--- config.mk ---
export PLATFORM = sky130hd
export DESIGN_NAME = tracking_servo_angle_controller_core
export DESIGN_NICKNAME = d
export VERILOG_FILES = /design/src/hw/rtl/tsac_pkg.sv /design/src/hw/rtl/tsac_mul.sv /design/src/hw/rtl/tsac_pulse.sv /design/src/hw/rtl/tracking_servo_angle_controller_core.sv
export SDC_FILE = /design/constraint.sdc
export NUM_CORES = 1
export LEC_CHECK = 0
export ABC_AREA = 0
export BUFFER_PORTS_ARGS = -buffer_cell sky130_fd_sc_hd__buf_4
export CAP_MARGIN = 20
export CORE_MARGIN = 8
export CORE_UTILIZATION = 27
export DETAILED_ROUTE_END_ITERATION = 10
export HOLD_SLACK_MARGIN = 0.15
export PLACE_DENSITY_LB_ADDON = 0.25
export SETUP_SLACK_MARGIN = 0.15
export SLEW_MARGIN = 25
export SYNTH_ARGS = -nofsm -noshare
export SYNTH_HDL_FRONTEND = slang
export SYNTH_SLANG_ARGS = --single-unit
--- constraint.sdc ---
create_clock -name i_clk -period 14.5 [get_ports i_clk]
set_input_delay 0.725 -clock i_clk [delete_from_list [all_inputs] [get_ports i_clk]]
set_output_delay 0.725 -clock i_clk [all_outputs]
set_load 0.05 [all_outputs]
--- src/hw/rtl/tsac_pkg.sv ---
`timescale 1ns / 1ps

package tsac_pkg;

    // Fixed field widths
    localparam int ANGLE_BITS = 8;
    localparam int PULSE_BITS = 12;
    localparam int GAIN_BITS  = 16;
    localparam int FRAC_BITS  = 8;
    localparam int DB_BITS    = 12;
    localparam int CFG_IDX_BITS  = 3;
    localparam int CFG_DATA_BITS = 16;

    // Angle and pulse constants
    localparam logic [ANGLE_BITS-1:0] ANGLE_MAX  = 8'd180;
    localparam logic [ANGLE_BITS-1:0] STOP_ANGLE = 8'd90;
    localparam logic [PULSE_BITS-1:0] PULSE_BASE = 12'd500;
    // 2000/180 scaled by 2^16; exact floor for angles 0..180
    localparam logic [27:0] PULSE_RECIP = 28'd728200;
    localparam int PULSE_SHIFT = 16;

    // Frame width held after reset
    localparam int WIDTH_RESET = 640;
    localparam int WIDTH_RESET_BITS = $clog2(WIDTH_RESET + 1);

    // Configuration register indexes
    localparam logic [CFG_IDX_BITS-1:0] CFG_INVERT   = 3'd0;
    localparam logic [CFG_IDX_BITS-1:0] CFG_DEADBAND = 3'd1;
    localparam logic [CFG_IDX_BITS-1:0] CFG_CENTER   = 3'd2;
    localparam logic [CFG_IDX_BITS-1:0] CFG_GAIN     = 3'd3;
    localparam logic [CFG_IDX_BITS-1:0] CFG_MAX_STEP = 3'd4;

    // Configuration reset values
    localparam logic                  RST_INVERT   = 1'b0;
    localparam logic [DB_BITS-1:0]    RST_DEADBAND = 12'd20;
    localparam logic [ANGLE_BITS-1:0] RST_CENTER   = 8'd90;
    localparam logic [GAIN_BITS-1:0]  RST_GAIN     = 16'd26;
    localparam logic [ANGLE_BITS-1:0] RST_MAX_STEP = 8'd5;

    typedef logic [ANGLE_BITS-1:0] t_angle;
    typedef logic [PULSE_BITS-1:0] t_pulse;

    typedef struct packed {
        logic                      invert;
        logic [DB_BITS-1:0]        deadband;
        t_angle                    center;
        logic signed [GAIN_BITS-1:0] gain;
        t_angle                    max_step;
    } t_cfg;

endpackage

--- src/hw/rtl/tsac_mul.sv ---
`timescale 1ns / 1ps

// Bit-serial unsigned multiplier: one multiplier bit per cycle, product shifts right
module tsac_mul #(
    parameter int MAG_BITS = 12
) (
    input  logic                                    i_clk,
    input  logic                                    i_rst_n,
    input  logic                                    i_start,
    input  logic [MAG_BITS-1:0]                     i_mag,
    input  logic [tsac_pkg::GAIN_BITS-1:0]          i_gain_mag,
    output logic                                    o_done,
    output logic [MAG_BITS+tsac_pkg::GAIN_BITS-1:0] o_prod
);

    localparam int GB = tsac_pkg::GAIN_BITS;
    localparam int CNT_BITS = $clog2(GB);

    logic                   r_busy;
    logic                   r_done;
    logic [CNT_BITS-1:0]    r_cnt;
    logic [GB-1:0]          r_gain_sr;
    logic [MAG_BITS-1:0]    r_mag;
    logic [MAG_BITS+GB-1:0] r_prod;

    logic [MAG_BITS-1:0]    w_addend;
    logic [MAG_BITS:0]      w_sum;

    // Partial sum on the upper part only
    assign w_addend = r_gain_sr[0] ? r_mag : '0;
    assign w_sum    = {1'b0, r_prod[MAG_BITS+GB-1:GB]} + {1'b0, w_addend};

    // Control
    always_ff @(posedge i_clk) begin
        if (!i_rst_n) begin
            r_busy <= 1'b0;
            r_done <= 1'b0;
            r_cnt  <= '0;
        end else begin
            r_done <= 1'b0;
            if (i_start) begin
                r_busy <= 1'b1;
                r_cnt  <= '0;
            end else if (r_busy) begin
                r_cnt <= r_cnt + 1'b1;
                if (r_cnt == CNT_BITS'(GB - 1)) begin
                    r_busy <= 1'b0;
                    r_done <= 1'b1;
                end
            end
        end
    end

    // Datapath
    always_ff @(posedge i_clk) begin
        if (i_start) begin
            r_prod    <= '0;
            r_gain_sr <= i_gain_mag;
            r_mag     <= i_mag;
        end else if (r_busy) begin
            r_prod    <= {w_sum, r_prod[GB-1:1]};
            r_gain_sr <= {1'b0, r_gain_sr[GB-1:1]};
        end
    end

    assign o_done = r_done;
    assign o_prod = r_prod;

endmodule

--- src/hw/rtl/tsac_pulse.sv ---
`timescale 1ns / 1ps

// Angle to servo pulse width: 500 + angle*2000/180 via reciprocal multiply
module tsac_pulse (
    input  tsac_pkg::t_angle i_angle,
    output tsac_pkg::t_pulse o_pulse
);

    logic [27:0] w_prod;

    assign w_prod  = {20'd0, i_angle} * tsac_pkg::PULSE_RECIP;
    assign o_pulse = tsac_pkg::PULSE_BASE
                   + tsac_pkg::PULSE_BITS'(w_prod[27:tsac_pkg::PULSE_SHIFT]);

endmodule

--- src/hw/rtl/tracking_servo_angle_controller_core.sv ---
`timescale 1ns / 1ps
// A normal word passes the check, bit-serial gain multiply, target, step and pulse states;
// a word inside the deadband goes from check to pulse, and a stop request goes straight to pulse.
// No new word is taken until the last one has left the pulse state, which waits for a free output register.
// A new word is taken while the previous result still waits in the output register.
// Reset (synchronous, active low) restores the state, config and output-valid registers, angle 90 and frame width 640.
module tracking_servo_angle_controller_core #(
    parameter int PIXEL_BITS = 12
) (
    input  logic                                   i_clk,
    input  logic                                   i_rst_n,
    // Item input
    input  logic                                   i_in_valid,
    output logic                                   o_in_stall,
    input  logic [PIXEL_BITS-1:0]                  i_object_x,
    input  logic [PIXEL_BITS-1:0]                  i_new_frame_width,
    input  logic                                   i_stop_request,
    // Result output
    output logic                                   o_out_valid,
    input  logic                                   i_out_stall,
    output logic [tsac_pkg::ANGLE_BITS-1:0]        o_commanded_angle,
    output logic [tsac_pkg::PULSE_BITS-1:0]        o_pulse_width_us,
    output logic                                   o_new_command,
    // Configuration writes
    input  logic                                   i_cfg_valid,
    output logic                                   o_cfg_ready,
    input  logic [tsac_pkg::CFG_IDX_BITS-1:0]      i_cfg_index,
    input  logic [tsac_pkg::CFG_DATA_BITS-1:0]     i_cfg_data
);

    localparam int WS  = (PIXEL_BITS > tsac_pkg::WIDTH_RESET_BITS) ?
                         PIXEL_BITS : tsac_pkg::WIDTH_RESET_BITS;
    localparam int EW  = WS + 1;
    localparam int CW  = (WS > tsac_pkg::DB_BITS) ? WS : tsac_pkg::DB_BITS;
    localparam int GB  = tsac_pkg::GAIN_BITS;
    localparam int FB  = tsac_pkg::FRAC_BITS;
    localparam int QW  = WS + GB - FB;
    localparam int TW  = QW + 1;
    localparam int AB  = tsac_pkg::ANGLE_BITS;

    localparam logic [2:0] S_IDLE  = 3'd0;
    localparam logic [2:0] S_CHK   = 3'd1;
    localparam logic [2:0] S_MUL   = 3'd2;
    localparam logic [2:0] S_TGT   = 3'd3;
    localparam logic [2:0] S_STEP  = 3'd4;
    localparam logic [2:0] S_PULSE = 3'd5;

    logic [2:0]              r_state;
    tsac_pkg::t_cfg          r_cfg;
    tsac_pkg::t_angle        r_cur;
    logic [WS-1:0]           r_width;
    logic signed [EW-1:0]    r_err;
    logic                    r_neg;
    tsac_pkg::t_angle        r_target;
    logic                    r_issued;
    logic                    r_out_valid;
    tsac_pkg::t_angle        r_out_angle;
    tsac_pkg::t_pulse        r_out_pulse;
    logic                    r_out_new;

    logic                    w_accept;
    logic                    w_out_free;
    logic [WS-1:0]           w_width_eff;
    logic signed [EW-1:0]    w_err_raw;
    logic signed [EW-1:0]    w_err;
    logic [WS-1:0]           w_mag;
    logic                    w_outside;
    logic [GB-1:0]           w_gain_mag;
    logic                    w_mul_start;
    logic                    w_mul_done;
    logic [WS+GB-1:0]        w_prod;
    logic [QW-1:0]           w_q;
    logic [TW-1:0]           w_center_ext;
    logic [TW-1:0]           w_sum_pos;
    logic [TW-1:0]           w_sum_neg;
    logic [TW-1:0]           w_tgt_wide;
    tsac_pkg::t_angle        n_target;
    logic                    w_up;
    tsac_pkg::t_angle        w_dist;
    tsac_pkg::t_angle        n_cur;
    tsac_pkg::t_pulse        w_pulse;

    assign w_accept   = i_in_valid && !o_in_stall;
    assign w_out_free = !r_out_valid || !i_out_stall;

    // Pixel error against half of the effective frame width
    assign w_width_eff = (i_new_frame_width != '0) ? WS'(i_new_frame_width) : r_width;
    assign w_err_raw   = $signed({{(EW-PIXEL_BITS){1'b0}}, i_object_x})
                       - $signed({2'b00, w_width_eff[WS-1:1]});

    // Direction, magnitude and deadband check
    assign w_err      = r_cfg.invert ? -r_err : r_err;
    assign w_mag      = w_err[EW-1] ? WS'(-w_err) : WS'(w_err);
    assign w_outside  = CW'(w_mag) > CW'(r_cfg.deadband);
    assign w_gain_mag = r_cfg.gain[GB-1] ? GB'(-r_cfg.gain) : GB'(r_cfg.gain);
    assign w_mul_start = (r_state == S_CHK) && w_outside;

    tsac_mul #(
        .MAG_BITS (WS)
    ) u_mul (
        .i_clk      (i_clk),
        .i_rst_n    (i_rst_n),
        .i_start    (w_mul_start),
        .i_mag      (w_mag),
        .i_gain_mag (w_gain_mag),
        .o_done     (w_mul_done),
        .o_prod     (w_prod)
    );

    // Target: center plus scaled error (truncated toward zero), clamped to 0..180
    assign w_q          = w_prod[WS+GB-1:FB];
    assign w_center_ext = TW'(r_cfg.center);
    assign w_sum_pos    = w_center_ext + {1'b0, w_q};
    assign w_sum_neg    = w_center_ext - {1'b0, w_q};
    always_comb begin
        if (r_neg && ({1'b0, w_q} > w_center_ext)) begin
            w_tgt_wide = '0;
        end else if (r_neg) begin
            w_tgt_wide = w_sum_neg;
        end else begin
            w_tgt_wide = w_sum_pos;
        end
        if (w_tgt_wide > TW'(tsac_pkg::ANGLE_MAX)) begin
            n_target = tsac_pkg::ANGLE_MAX;
        end else begin
            n_target = w_tgt_wide[AB-1:0];
        end
    end

    // Slew limit toward the target
    assign w_up   = r_target > r_cur;
    assign w_dist = w_up ? (r_target - r_cur) : (r_cur - r_target);
    always_comb begin
        if (w_dist > r_cfg.max_step) begin
            n_cur = w_up ? (r_cur + r_cfg.max_step) : (r_cur - r_cfg.max_step);
        end else begin
            n_cur = r_target;
        end
    end

    tsac_pulse u_pulse (
        .i_angle (r_cur),
        .o_pulse (w_pulse)
    );

    // Configuration registers
    always_ff @(posedge i_clk) begin
        if (!i_rst_n) begin
            r_cfg.invert   <= tsac_pkg::RST_INVERT;
            r_cfg.deadband <= tsac_pkg::RST_DEADBAND;
            r_cfg.center   <= tsac_pkg::RST_CENTER;
            r_cfg.gain     <= tsac_pkg::RST_GAIN;
            r_cfg.max_step <= tsac_pkg::RST_MAX_STEP;
        end else if (i_cfg_valid && o_cfg_ready) begin
            case (i_cfg_index)
                tsac_pkg::CFG_INVERT:   r_cfg.invert   <= i_cfg_data[0];
                tsac_pkg::CFG_DEADBAND: r_cfg.deadband <= i_cfg_data[tsac_pkg::DB_BITS-1:0];
                tsac_pkg::CFG_CENTER:   r_cfg.center   <= i_cfg_data[AB-1:0];
                tsac_pkg::CFG_GAIN:     r_cfg.gain     <= $signed(i_cfg_data[GB-1:0]);
                tsac_pkg::CFG_MAX_STEP: r_cfg.max_step <= i_cfg_data[AB-1:0];
                default: ;
            endcase
        end
    end

    // Sequencer and controller state
    always_ff @(posedge i_clk) begin
        if (!i_rst_n) begin
            r_state     <= S_IDLE;
            r_cur       <= tsac_pkg::STOP_ANGLE;
            r_width     <= WS'(tsac_pkg::WIDTH_RESET);
            r_issued    <= 1'b0;
            r_out_valid <= 1'b0;
        end else begin
            // Output register: load a finished word, else drain on a free edge
            if (r_state == S_PULSE && w_out_free) begin
                r_out_valid <= 1'b1;
            end else if (!i_out_stall) begin
                r_out_valid <= 1'b0;
            end
            case (r_state)
                S_IDLE: begin
                    if (w_accept) begin
                        if (i_new_frame_width != '0) begin
                            r_width <= WS'(i_new_frame_width);
                        end
                        if (i_stop_request) begin
                            r_cur    <= tsac_pkg::STOP_ANGLE;
                            r_issued <= 1'b1;
                            r_state  <= S_PULSE;
                        end else begin
                            r_state <= S_CHK;
                        end
                    end
                end
                S_CHK: begin
                    if (w_outside) begin
                        r_state <= S_MUL;
                    end else begin
                        r_issued <= 1'b0;
                        r_state  <= S_PULSE;
                    end
                end
                S_MUL: begin
                    if (w_mul_done) begin
                        r_state <= S_TGT;
                    end
                end
                S_TGT: begin
                    r_state <= S_STEP;
                end
                S_STEP: begin
                    r_cur    <= n_cur;
                    r_issued <= 1'b1;
                    r_state  <= S_PULSE;
                end
                S_PULSE: begin
                    if (w_out_free) begin
                        r_state <= S_IDLE;
                    end
                end
                default: begin
                    r_state <= S_IDLE;
                end
            endcase
        end
    end

    // Payload registers
    always_ff @(posedge i_clk) begin
        if (w_accept) begin
            r_err <= w_err_raw;
        end
        if (r_state == S_CHK) begin
            r_neg <= w_err[EW-1] ^ r_cfg.gain[GB-1];
        end
        if (r_state == S_TGT) begin
            r_target <= n_target;
        end
        if (r_state == S_PULSE && w_out_free) begin
            r_out_angle <= r_cur;
            r_out_pulse <= w_pulse;
            r_out_new   <= r_issued;
        end
    end

    assign o_in_stall        = (r_state != S_IDLE);
    assign o_out_valid       = r_out_valid;
    assign o_commanded_angle = r_out_angle;
    assign o_pulse_width_us  = r_out_pulse;
    assign o_new_command     = r_out_new;
    assign o_cfg_ready       = 1'b1;

endmodule

==> impl_metrics.env <==
export IMPL_irDropWorstVdd_mv=0.287
export IMPL_synth_commonest_cells="nand2_1, ha_1, inv_1, dfxtp_1, nor2_1"
export IMPL_grt_pass1_vias=9971
export IMPL_place_area_sq_um=13800
export IMPL_grt_pass1_wl_mm=50.9
export IMPL_setup_slack_ns=8.93
export IMPL_cts_setup_buffers=0
export IMPL_die_h_microns=233
export IMPL_drc=0
export IMPL_rsz0062_at_grt="false"
export IMPL_portBuffers=71
export IMPL_slew_headroom_pct=39.8
export IMPL_cts_hold_buf=0
export IMPL_status="complete, no violations"
export IMPL_syn_to_final_growth_pct=13.5
export IMPL_tns_ns=0
export IMPL_slew_violations=0
export IMPL_dp_hpwl_mm=24.4
export IMPL_cp_num_cells=19
export IMPL_path_common_cell="ha_1"
export IMPL_worst_endpoint_arrival_ns=5.78
export IMPL_gp_congestion=0.816
export IMPL_track_usage_pct=11.6
export IMPL_pre_cts_slack_ns=8.79
export IMPL_design_area_sq_um=14400
export IMPL_yosysUniqueCellTypes=80
export IMPL_synth_top_area_share_pct=16.8
export IMPL_antenna_found_initial=0
export IMPL_cp_buffers_inverters=2
export IMPL_n_antenna_cell=0
export IMPL_timing_final_crit_share_pct=38.4
export IMPL_async_flop_share_pct=0
export IMPL_required_ns=14.71
export IMPL_htreeDepth=4
export IMPL_yosysSeqAreaShare_pct=31.7
export IMPL_min_delay_start="r_cfg[37]"
export IMPL_skew_ns=0.0151
export IMPL_critPathKind="flop to flop"
export IMPL_cts_sinks=166
export IMPL_worst_path_max_delay_cell="dfxtp_1"
export IMPL_clk_latency_ns=0.45
export IMPL_synth_edf_count=71
export IMPL_max_freq_mhz=179
export IMPL_vias=9936
export IMPL_routed_wl_mm=31.0
export IMPL_syn_mean_instance_area_sq_um=8.84
export IMPL_initial_core_util_pct=27.3
export IMPL_nFillCells=4904
export IMPL_tightest_slew_ns=0.904
export IMPL_cpLargestDelayFamily="adder cells"
export IMPL_path_clk_slew_ns=0.08
export IMPL_cts_buffer_depth=2
export IMPL_cap_violations=0
export IMPL_leakagePower_nw=5.97
export IMPL_syn_num_nets=1658
export IMPL_fin_crit_ns=5.57
export IMPL_synth_area_leaders="edfxtp_1, dfxtp_1, ha_1, nand2_1, fa_1"
export IMPL_critPathLaunch="r_cur[2]"
export IMPL_syn_cell_area_sq_um=12700
export IMPL_syn_inst=1439
export IMPL_r2r_cells=19
export IMPL_num_io_pins=73
export IMPL_grt_ovfl_total=0
export IMPL_yosysWarnings=0
export IMPL_synth_largest_area_cell="edfxtp_1"
export IMPL_drtIter0Drc=524
export IMPL_routedWlPerCell_microns=14.8
export IMPL_dr_pass1_iters=5
export IMPL_cts_tree="built"
export IMPL_critical_path_startpoint_type="flop"
export IMPL_hold_path_class="flop to flop"
export IMPL_die_area_sq_um=54300
export IMPL_r2r_start="r_cur[2]"
export IMPL_cp_max_fo=9
export IMPL_root_buffer="clkbuf_16"
export IMPL_synthFlopType="dfxtp_1"
export IMPL_layout_nets=1703
export IMPL_drtAntennaViolNets=0
export IMPL_coreArea_sq_um=46600
export IMPL_min_path_cells=2
export IMPL_num_rows=79
export IMPL_cp_slowest_stage_delay_ns=0.64
export IMPL_vias_per_cell=4.72
export IMPL_hold_viol_final=0
export IMPL_critical_path_endpoint_type="flop"
export IMPL_yosysMostFrequentCell="nand2_1"
export IMPL_cp_cell_sequence="inv_1, fa_1, inv_1, ha_1, fa_1, ha_1, ha_1, a21oi_1, o21ai_1, a21oi_1, nor2b_1, nor2_1, o21bai_1, xor2_1, ha_1, or3_1, o32ai_1, mux2i_1, xnor2_1"
export IMPL_finalSetupViolations=0
export IMPL_ys_seq_elements=166
export IMPL_power_per_cell_area_nw_per_um2=238
export IMPL_grt_max_degree=72
export IMPL_final_layout_size_suffix_gt1_share_pct=8.88
export IMPL_cts_buffers=17
export IMPL_die_width_microns=233
export IMPL_ctsResizeCount=0
[placed cells by master (no fill, tap or decap), drive strengths merged, types with 20 or more instances in the layout]
cell type and n:
fa 28, o21ai 65, a21boi 47, a21oi 73, xor2 45, dfxtp 95
nor2 86, nor2b 22, ha 142, nand2 182, mux2i 36, clkbuf 20
nor3 32, inv 152, buf 75, edfxtp 71, xnor2 51, and2 22
[power breakdown]
| part | internal [W] | leakage (nW) | switching (W) |
|---|---|---|---|
| registers | 0.000698 | 1.43 | 0.0000966 |
| logic | 0.000939 | 4.26 | 0.00124 |
| clock network | 0.000253 | 0.289 | 0.000214 |
[logic make-up after synthesis]
logic type	share of synthesized area, %
flip-flops	31.7
buffers and inverters	5.88
other	0.0295
multiplexers	3.28
XOR/XNOR	6.86
AO/OA/AOI/OAI	17.4
adder cells (fa/ha/maj)	18.4
AND/OR/NAND/NOR	16.5
[worst reg2reg max path, delay by kind of cell (launching register included)]
kind,cells,cell delay (ns)
muxes,1,0.25
and+or+nand+nor,3,0.76
DFF,1,0.64
AOI/OAI and AO/OA,5,0.99
adders and majority gates,6,2.20
buffers and inverters,2,0.26
xor gates and xnor gates,2,0.22
[cell type report]
class	count	area, sq um	share of cell area, %
Clock inverter	13	134	0.928
Clock buffer	19	454	3.15
Inverter	144	541	3.75
Timing Repair Buffer	76	568	3.94
Sequential cell	166	4030	28.0
Tap cell	607	759	5.26
Multi-Input combinational cell	1079	7940	55.0
[layer usage]
metal | global-route usage [%] | routed length [microns]
met1 | 15.0 | 15100
met2 | 19.4 | 14300
met3 | 2.47 | 1120
met4 | 3.26 | 461
met5 | 0 | 0
[sequential cells by signal (all words and copies together) (netlist names)]
| name | count |
|---|---|
| o_out_valid | 1 |
| r_target | 8 |
| r_state | 3 |
| r_cur | 8 |
| u_mul.r_gain_sr | 16 |
| u_mul.r_busy | 1 |
| r_width | 11 |
| r_cfg | 45 |
| r_neg | 1 |
| o_commanded_angle | 8 |
| u_mul.r_mag | 12 |
| u_mul.o_done | 1 |
| o_new_command | 1 |
| r_issued | 1 |
| u_mul.o_prod | 20 |
| r_err | 13 |
| u_mul.r_cnt | 4 |
| o_pulse_width_us | 12 |
[path summary, 6_finish.rpt]
| kind | to | slack [ns] |
|---|---|---|
| hold reg to reg | r_cfg[37] | 0.46 |
| hold / removal | r_cfg[37] | 0.46 |
| setup / recovery | o_pulse_width_us[10] | 8.93 |
| setup reg to reg | o_pulse_width_us[10] | 8.93 |
[stage by stage]
step                      utilization [%]  total power (W)  hold WS (ns)  cells
after global placement               29.7          0.00297         0.444   2071
after floorplan                         -          0.00253         0.402   1439
after global routing                 31.0          0.00378         0.473   2104
after detailed placement             29.7          0.00299         0.447   2071
after CTS                            31.0          0.00348         0.458   2103
final                                31.0          0.00344         0.458   2104
No activity file was read; power rests on OpenSTA's default activity.
